===== src/hdl/cdia_pkg.sv =====
package cdia_pkg;

    localparam int TABLE_DEPTH = 256;
    localparam int ADDR_W      = $clog2(TABLE_DEPTH);
    localparam int CNT_W       = ADDR_W + 1;
    localparam int COORD_W     = 64;
    localparam int ID_W        = 9;

    localparam logic [COORD_W-1:0] ABS_MASK     = 64'h7FFF_FFFF_FFFF_FFFF;
    localparam logic [COORD_W-1:0] EXP_ALL_ONES = 64'h7FF0_0000_0000_0000;

    typedef struct packed {
        logic [COORD_W-1:0] x;
        logic [COORD_W-1:0] y;
    } t_pair;

    function automatic logic [ID_W-1:0] to_id(input logic [CNT_W-1:0] v);
        logic [CNT_W+ID_W-1:0] ext;
        ext = {{ID_W{1'b0}}, v};
        return ext[ID_W-1:0];
    endfunction

endpackage


===== src/hdl/cdia_pair_eq.sv =====
module cdia_pair_eq import cdia_pkg::*; (
    input  t_pair i_a,
    input  t_pair i_b,
    output logic  o_match
);

    function automatic logic dbl_eq(input logic [COORD_W-1:0] a, input logic [COORD_W-1:0] b);
        logic nan_a;
        logic nan_b;
        logic zeros;
        nan_a = (a & ABS_MASK) > EXP_ALL_ONES;
        nan_b = (b & ABS_MASK) > EXP_ALL_ONES;
        zeros = ((a & ABS_MASK) == '0) && ((b & ABS_MASK) == '0);
        return !nan_a && !nan_b && (zeros || (a == b));
    endfunction

    assign o_match = dbl_eq(i_a.x, i_b.x) && dbl_eq(i_a.y, i_b.y);

endmodule


===== config.mk =====
export PLATFORM = sky130hd
export DESIGN_NAME = cdia_pair_eq
export DESIGN_NICKNAME = d
export VERILOG_FILES = /design/src/hdl/cdia_pkg.sv /design/src/hdl/cdia_pair_eq.sv
export SDC_FILE = /design/constraint.sdc
export NUM_CORES = 1
export LEC_CHECK = 0
export BUFFER_PORTS_ARGS = -buffer_cell sky130_fd_sc_hd__buf_2
export CORE_AREA = 2 2 99 101
export DETAILED_ROUTE_END_ITERATION = 6
export DIE_AREA = 0 0 101 103
export SYNTH_ARGS = -nofsm -noshare
export SYNTH_HDL_FRONTEND = slang
export SYNTH_SLANG_ARGS = --single-unit

===== constraint.sdc =====
create_clock -name vclk -period 2.69
set_clock_uncertainty 0.05 [all_clocks]
set_input_delay 0.4035 -clock vclk [all_inputs]
set_output_delay 0.4035 -clock vclk [all_outputs]
set_load 0.05 [all_outputs]

# After elaboration in Yosys (flattened, before gate mapping)
# Cells that the tools add are included.
# classes
magnitude_cmp	4
n_eq_ne	2
n_reduce_logical	17
# ops
op	n
64-bit logical NOT	4
63-bit greater-than comparator (second input constant)	4
64-bit == test	2
1-bit logical AND	7
1-bit logical NOT	4
1-bit logical OR	2
# totals
regBits	0
output_inout_bits	1

# Longest topological paths before layout
# Gate-level depths: netlist (run 1).
# logic_depth
depth_word	5
ltp_mapped	6
ltp_nobuf	6

# Worst setup path after synthesis (run 1)
# Ideal clock, no wire load.
# synth_path
kind	input to output
start	in i_b[1] (netlist bit)
end	out o_match
arrival_ns	2.322
required_time_ns	2.237
slack_ns	-0.086
cell_stages	6
n_path_buf	0
cell_sequence	nor4_1 > nand4_1 > nor4_2 > nor4_1 > or4_1 > nor3_2
# synth_between
elab_chain_len	5
# synth_lines
element	line_no	source
start, declared	cdia_pair_eq.sv:3	input t_pair i_b,
63-bit greater-than comparator / 64-bit logical NOT (equally long branches)	cdia_pair_eq.sv:12, cdia_pair_eq.sv:13	
1-bit logical NOT / 1-bit logical AND (equally long branches)	cdia_pair_eq.sv:14, cdia_pair_eq.sv:13	
1-bit logical AND / 1-bit logical OR (equally long branches)	cdia_pair_eq.sv:14	return !nan_a && !nan_b && (zeros || (a == b));
1-bit logical AND (*)	cdia_pair_eq.sv:14	
1-bit logical AND (*)	cdia_pair_eq.sv:17	assign o_match = dbl_eq(i_a.x, i_b.x) && dbl_eq(i_a.y, i_b.y);
end, declared	cdia_pair_eq.sv:4	output logic o_match
# Every way passes the cells marked *; elsewhere a longest branch is shown, timed or not.

# Worst setup path after layout (run 1)
# layout_path
start	in i_b[98] (netlist bit)
end	out o_match
# The elaborated chain is that of the path after synthesis.

==> metrics.yaml, run 1 <==
outcome:
  status: "finished with violations"
  violations: "negative setup slack"
timing:
  timing.final.crit_share: 1.04
  worstMarginPinSlew_ns: 0.367
  fin_tns_setup_ns: -0.109
  fmax_ghz: 0.357
  fin_crit_ns: 2.80
  hold_viol_final: 0
  slew_headroom: 0.753
  fin_ws_ns: -0.109
  setup_viol_count_final: 1
  hold_slack_ns: 1.37
  drv_slew: 0
  rsz0062_at_grt: "yes"
setup_path:
  crit_slowest_cell: "or4_4"
  critPathKind: "in2out"
  startpoint_type: "input pin"
  crit_path_frequent_cell: "nor4_4"
  worstPathArrival_ns: 2.35
  worst-path-max-fanout: 2
  crit_path_end_kind: "primary output"
  crit_chain: "buf_2, nor4_4, nand3_2, nor4_4, buf_4, nor4_4, or4_4, nor3_4, buf_6"
  critPathRequiredTime_ns: 2.24
  slowest_delay_ns: 0.54
cells_and_area:
  syn2layout_area_growth_pct: 161
  multi_input_area_um2: 2440
  area.sequential_um2: 0
  nFillCells: 889
  antennaDiodeCount: 0
  nets: 981
  final_util: 0.567
  nClkBuffers: 0
  design.seq.count: 0
  final_cells: 837
  drive_above_1_share: 0.679
  fin_area_um2: 5360
drt:
  viasPerCell: 4.94
  ant_nets: 0
  wl_mm: 14.5
  num_vias: 4132
  wire_per_inst_um: 17.3
  drt-initial-drc-count: 75
  dr.pass1.iters: 4
  post-route-drc-count: 0
global_routing:
  grt_pass1_wl_mm: 20.7
  grt_max_degree: 4
  grt_overflow_total: 0
  track_usage: 0.254
  antenna_found_initial: 0
  grt_pass1_vias: 4244
placement:
  io_buffers: 257
  gp_congestion: 0.956
  dp_hpwl_mm: 12.8
  dp_cells: 839
  place_area_um2: 4930
pwr:
  ir_worst_vdd_uv: 70.5
  power_density_nw_per_um2: 143
  p_leak_nw: 2.65
synthesis:
  yosys_warnings: 0
  syn_nets: 532
  syn_area_per_cell_um2: 7.44
  ys_types: 9
  syn_inst: 276
  seq_area_frac_synth: 0
  synth.cell_area_um2: 2050
floorplan:
  coreArea_um2: 9460
  start_util: 0.217
  dieArea_um2: 10400
  die_w_um: 101
  io_pins: 257
  chipHeight_um: 103
  rows: 36
min_path:
  hold_class: "in2out"
  whs_path_depth: 5
job:
  cap_violations: 0
clock_network:
  postCtsHoldBufs: 0
-- through the flow --
stage               worst slack, ns  power (mW)
floorplan                    0.0777       0.155
global placement             -0.395       0.703
detailed placement           -0.395       0.706
CTS                          -0.151       0.728
global route                 -0.225       0.819
finish                       -0.109       0.767
-- cell families after synthesis --
| logic type | count (synthesis) | share of synthesized area |
|---|---|---|
| xor gates and xnor gates | 128 | 0.546 |
| AOI/OAI and AO/OA | 2 | 0.00609 |
| and+or+nand+nor | 146 | 0.448 |
-- placed cells by master, fill, tap and decap left out, types with 2 or more instances in the layout --
master   count
buf_2      248
buf_4      190
xor2_1     128
nor4_1      64
nand4_1     26
nor4_2      24
nor4_4      16
buf_6        8
nand3_1      6
nand2_1      4
or4_1        2
a31oi_1      2
nand3_2      2
-- final timing paths --
| check | from | to |
|---|---|---|
| hold / removal | i_b[126] | o_match |
| setup / recovery | i_b[98] | o_match |
-- cell type report --
type	count	share of cell area
multi-input cells	276	0.456
repair buffers	447	0.517
well taps	114	0.0266
-- cell usage after synthesis --
cell	number	area [um2]
xor2_1	128	1120
nor4_1	101	632
nand4_1	26	163
nand3_1	8	40.0
nand2_1	4	15.0
nor4_2	3	37.5
or4_1	3	22.5
a31oi_1	2	12.5
nor3_2	1	10.0
-- timing repair --
item,in CTS,in global routing
resized for setup,30,43
buffers inserted,0,1
pin swaps,15,18
hold endpoints to repair,0,0
setup endpoints to repair,1,1
-- power by group --
part | internal, mW | switching [mW] | total (mW) | leakage, nW
Sequential | 0 | 0 | 0 | 0
Combinational | 0.419 | 0.348 | 0.767 | 2.65
Clock | 0 | 0 | 0 | 0
-- metal layers --
layer,share of wire,global-route usage
met2,0.54,0.535
met4,0.026,0.0541
met3,0.075,0.0305
met1,0.36,0.266
met5,0,0
-- worst max-delay path: cells and delay by family --
kind	cells	cell delay (ns)
buffers and inverters	3	0.47
AND/OR/NAND/NOR	6	1.46
(Power assumes the default switching activity.)
==> run 2, diff against run 1 <==
--- a/config.mk
+++ b/config.mk
@@ -6,9 +6,13 @@
 export NUM_CORES = 1
 export LEC_CHECK = 0
 export BUFFER_PORTS_ARGS = -buffer_cell sky130_fd_sc_hd__buf_2
-export CORE_AREA = 2 2 99 101
+export CELL_PAD_IN_SITES_DETAIL_PLACEMENT = 0
+export CELL_PAD_IN_SITES_GLOBAL_PLACEMENT = 1
+export CORE_ASPECT_RATIO = 0.75
+export CORE_UTILIZATION = 21
 export DETAILED_ROUTE_END_ITERATION = 6
-export DIE_AREA = 0 0 101 103
+export PLACE_DENSITY_LB_ADDON = 0.1
+export REMOVE_ABC_BUFFERS = 1
 export SYNTH_ARGS = -nofsm -noshare
 export SYNTH_HDL_FRONTEND = slang
 export SYNTH_SLANG_ARGS = --single-unit
==> metrics.yaml, run 2 (synthesis results as in run 1) <==
floorplan:
  rows: 30
  die_w_um: 116
  io_pins: 257
  coreArea_um2: 9270
  chipHeight_um: 87.6
  start_util: 0.221
  dieArea_um2: 10200
timing:
  setup_viol_count_final: 1
  drv_slew: 0
  hold_slack_ns: 1.31
  slew_headroom: 0.631
  timing.final.crit_share: 1.06
  worstMarginPinSlew_ns: 0.548
  fin_crit_ns: 2.86
  hold_viol_final: 0
  fin_ws_ns: -0.173
  fmax_ghz: 0.349
  rsz0062_at_grt: "yes"
setup_path:
  crit_slowest_cell: "nor4_1"
  worst-path-max-fanout: 3
  crit_chain: "buf_2, xor2_1, nor4_1, buf_4, nand4_1, nor4_1, a31oi_1, nor3_2, buf_6"
  cp_top_family: "simple AND/OR/NAND/NOR gates"
  worstPathArrival_ns: 2.41
  crit_path_end_kind: "primary output"
  critPathBufInv: 3
  crit_path_frequent_cell: "nor4_1"
  slowest_delay_ns: 0.51
  critPathRequiredTime_ns: 2.24
  critPathKind: "in2out"
  startpoint_type: "input pin"
pwr:
  p_int_mw: 0.388
  clkPwrFrac: 0
  pwr-share-seq: 0
  switching_power_mw: 0.325
  finalPower_mw: 0.713
  power_density_nw_per_um2: 143
  p_comb_frac: 1.000
  p_leak_nw: 2.51
  ir_worst_vdd_uv: 78.9
  swShare: 0.456
cells_and_area:
  final_common_cell: "buf_2"
  fin_area_um2: 4970
  antennaDiodeCount: 0
  design.seq.count: 0
  nClkBuffers: 0
  syn2layout_area_growth_pct: 142
  nets: 966
  drive_above_1_share: 0.638
  multi_input_area_um2: 2210
  nFillCells: 944
  final_cell_mix: "256 x buf_2, 175 x buf_4, 128 x xor2_1, 85 x nor4_1, 26 x nand4_1"
  final_util: 0.536
  area.sequential_um2: 0
drt:
  viasPerCell: 4.72
  num_vias: 3949
  wl_mm: 13.6
  post-route-drc-count: 0
  ant_nets: 0
  drt-initial-drc-count: 208
  dr.pass1.iters: 6
  wire_per_inst_um: 16.3
outcome:
  violations: "negative setup slack"
  status: "finished with violations"
placement:
  dp_slack_ns: -0.298
  gp_congestion: 0.935
  place_area_um2: 4810
  dp_hpwl_mm: 12.5
  io_buffers: 257
min_path:
  whs_path_depth: 5
  hold_class: "in2out"
  hold-path-endpoint: "o_match"
  hold_start: "i_b[61]"
global_routing:
  grt_overflow_total: 0
  track_usage: 0.252
  grt_pass1_wl_mm: 19.5
  grt_pass1_vias: 3960
  antenna_found_initial: 1
  grt_max_degree: 4
job:
  cap_violations: 0
[run 2: cell count changes in the layout (fill, tap and decap cells not counted), sizes merged]
cell | previous run | this run
buf | 447 | 432
[run 2: power by group through the flow]
stage	combinational [mW]	clock (mW)	sequential, mW
6_report	0.713	0	0
3_3_place_gp	0.674	0	0
5_1_grt	0.765	0	0
4_1_cts	0.694	0	0
3_5_place_dp	0.682	0	0
2_1_floorplan	0.155	0	0
[run 2: worst max-delay path by stage]
stage,from,to,slack (ns),depth (start not counted)
finish,i_a[122],o_match,-0.17,9
global route,i_a[90],o_match,-0.23,9
CTS,i_a[98],o_match,-0.16,9
detailed placement,i_a[31],o_match,-0.30,10
global placement,i_a[104],o_match,-0.32,9
floorplan,i_b[1],o_match,-0.09,6
[run 2: area by class of cell]
type	count	area share
Multi-Input combinational cell	276	0.444
Tap cell	128	0.0322
Timing Repair Buffer	432	0.524
[run 2: routing by layer]
metal | part of all wire | GRT usage | vias up
met5 | 0 | 0 | -
met2 | 0.44 | 0.411 | 175
li1 | - | - | 1982
met3 | 0.088 | 0.0394 | 10
met4 | 0.0079 | 0.0221 | 0
met1 | 0.46 | 0.359 | 1782
[run 2: per-stage QoR]
step | setup TNS (ns) | std cells
2_1_floorplan | -0.0856 | 276
6_report | -0.173 | 836
3_3_place_gp | -0.316 | 835
4_1_cts | -0.164 | 836
3_5_place_dp | -0.298 | 835
5_1_grt | -0.233 | 836
[run 2: timing repair]
item,CTS,global route
buffers inserted,1,0
pin swaps,2,4
hold buffers,0,0
gates resized for setup,12,12
endpoints found under the setup margin,1,1
==> run 3, diff against run 2 <==
--- a/config.mk
+++ b/config.mk
@@ -11,6 +11,7 @@
 export CORE_ASPECT_RATIO = 0.75
 export CORE_UTILIZATION = 21
 export DETAILED_ROUTE_END_ITERATION = 6
+export MAX_ROUTING_LAYER = met4
 export PLACE_DENSITY_LB_ADDON = 0.1
 export REMOVE_ABC_BUFFERS = 1
 export SYNTH_ARGS = -nofsm -noshare
==> metrics.yaml, run 3 (synthesis results as in run 1) <==
pwr:
  p_leak_nw: 2.56
  pwr-share-seq: 0
  finalPower_mw: 0.754
  swShare: 0.458
  p_comb_frac: 1.000
  switching_power_mw: 0.345
  clkPwrFrac: 0
  power_density_nw_per_um2: 143
  p_int_mw: 0.409
  ir_worst_vdd_uv: 72.3
global_routing:
  grt_max_degree: 4
  grt_pass1_wl_mm: 19.8
  grt_pass1_vias: 3929
  antenna_found_initial: 0
  grt_overflow_total: 0
  track_usage: 0.264
floorplan:
  die_w_um: 116
  dieArea_um2: 10200
  io_pins: 257
  chipHeight_um: 87.6
  coreArea_um2: 9270
  rows: 30
  start_util: 0.221
setup_path:
  critPathRequiredTime_ns: 2.24
  startpoint_type: "input pin"
  crit_path_end_kind: "primary output"
  worstPathArrival_ns: 2.34
  worst-path-max-fanout: 2
  critPathKind: "in2out"
timing:
  fin_ws_ns: -0.105
  fin_crit_ns: 2.79
  setup_viol_count_final: 1
  hold_slack_ns: 1.31
  drv_slew: 0
  fmax_ghz: 0.358
  timing.final.crit_share: 1.04
  worstMarginPinSlew_ns: 0.442
  hold_viol_final: 0
  rsz0062_at_grt: "yes"
  slew_headroom: 0.703
cells_and_area:
  nClkBuffers: 0
  final_cell_mix: "239 x buf_2, 170 x buf_4, 128 x xor2_1, 66 x nor4_1, 26 x nand4_1"
  final_cells: 831
  drive_above_1_share: 0.667
  nets: 961
  fin_area_um2: 5280
  design.seq.count: 0
  nFillCells: 895
  final_common_cell: "buf_2"
  syn2layout_area_growth_pct: 157
  antennaDiodeCount: 0
  area.sequential_um2: 0
placement:
  io_buffers: 257
  gp_congestion: 0.953
  place_area_um2: 4810
  dp_hpwl_mm: 12.5
  dp_cells: 835
outcome:
  status: "finished with violations"
  violations: "negative setup slack"
drt:
  wire_per_inst_um: 16.7
  drt-initial-drc-count: 164
  post-route-drc-count: 0
  ant_nets: 0
  num_vias: 3939
  dr.pass1.iters: 4
  wl_mm: 13.9
  viasPerCell: 4.74
clock_network:
  postCtsHoldBufs: 0
  postCtsSetupBuffers: 0
min_path:
  hold_class: "in2out"
job:
  cap_violations: 0
[run 3: final timing paths]
check / start / to / slack (ns) / cells after the start
setup / recovery: i_b[101] / o_match / -0.10 / 10
hold / removal: i_b[61] / o_match / 1.31 / 5
[run 3: timing repair]
action,4_1_cts,5_1_grt
setup endpoints to repair,1,1
endpoints found under the hold margin,0,0
pin swaps,28,9
resized for setup,69,14
[run 3: worst max-delay path: stages]
cell and delay [ns]:
buf_8 0.10, nor4_4 0.27, buf_4 0.16, nand3_2 0.08, nor4_2 0.26, buf_4 0.17
nor4_4 0.04, or4_1 0.53, nor3_2 0.14, buf_6 0.19
[run 3: layout make-up]
| type | instances | area [um2] | share of cell area |
|---|---|---|---|
| well taps | 128 | 160 | 0.0303 |
| multi-input cells | 276 | 2440 | 0.462 |
| repair buffers | 427 | 2680 | 0.507 |
[run 3: layer usage]
| layer | vias up | GRT usage | wire length (um) |
|---|---|---|---|
| li1 | 1971 | - | - |
| met5 | - | - | 0 |
| met2 | 161 | 0.418 | 6100 |
| met4 | 0 | 0.0245 | 144 |
| met3 | 14 | 0.0221 | 876 |
| met1 | 1793 | 0.375 | 6750 |
[run 3: metrics by stage]
stage               setup WS (ns)  setup TNS [ns]  utilization
global placement           -0.324          -0.324        0.518
detailed placement         -0.322          -0.322        0.518
global route               -0.219          -0.219        0.570
floorplan                 -0.0856         -0.0856            -
CTS                        -0.133          -0.133        0.561
finish                     -0.105          -0.105        0.570
[run 3: power groups by stage]
stage	Sequential (mW)	Combinational (mW)	Clock [mW]
floorplan	0	0.155	0
global placement	0	0.673	0
detailed placement	0	0.682	0
CTS	0	0.734	0
finish	0	0.754	0
global route	0	0.804	0
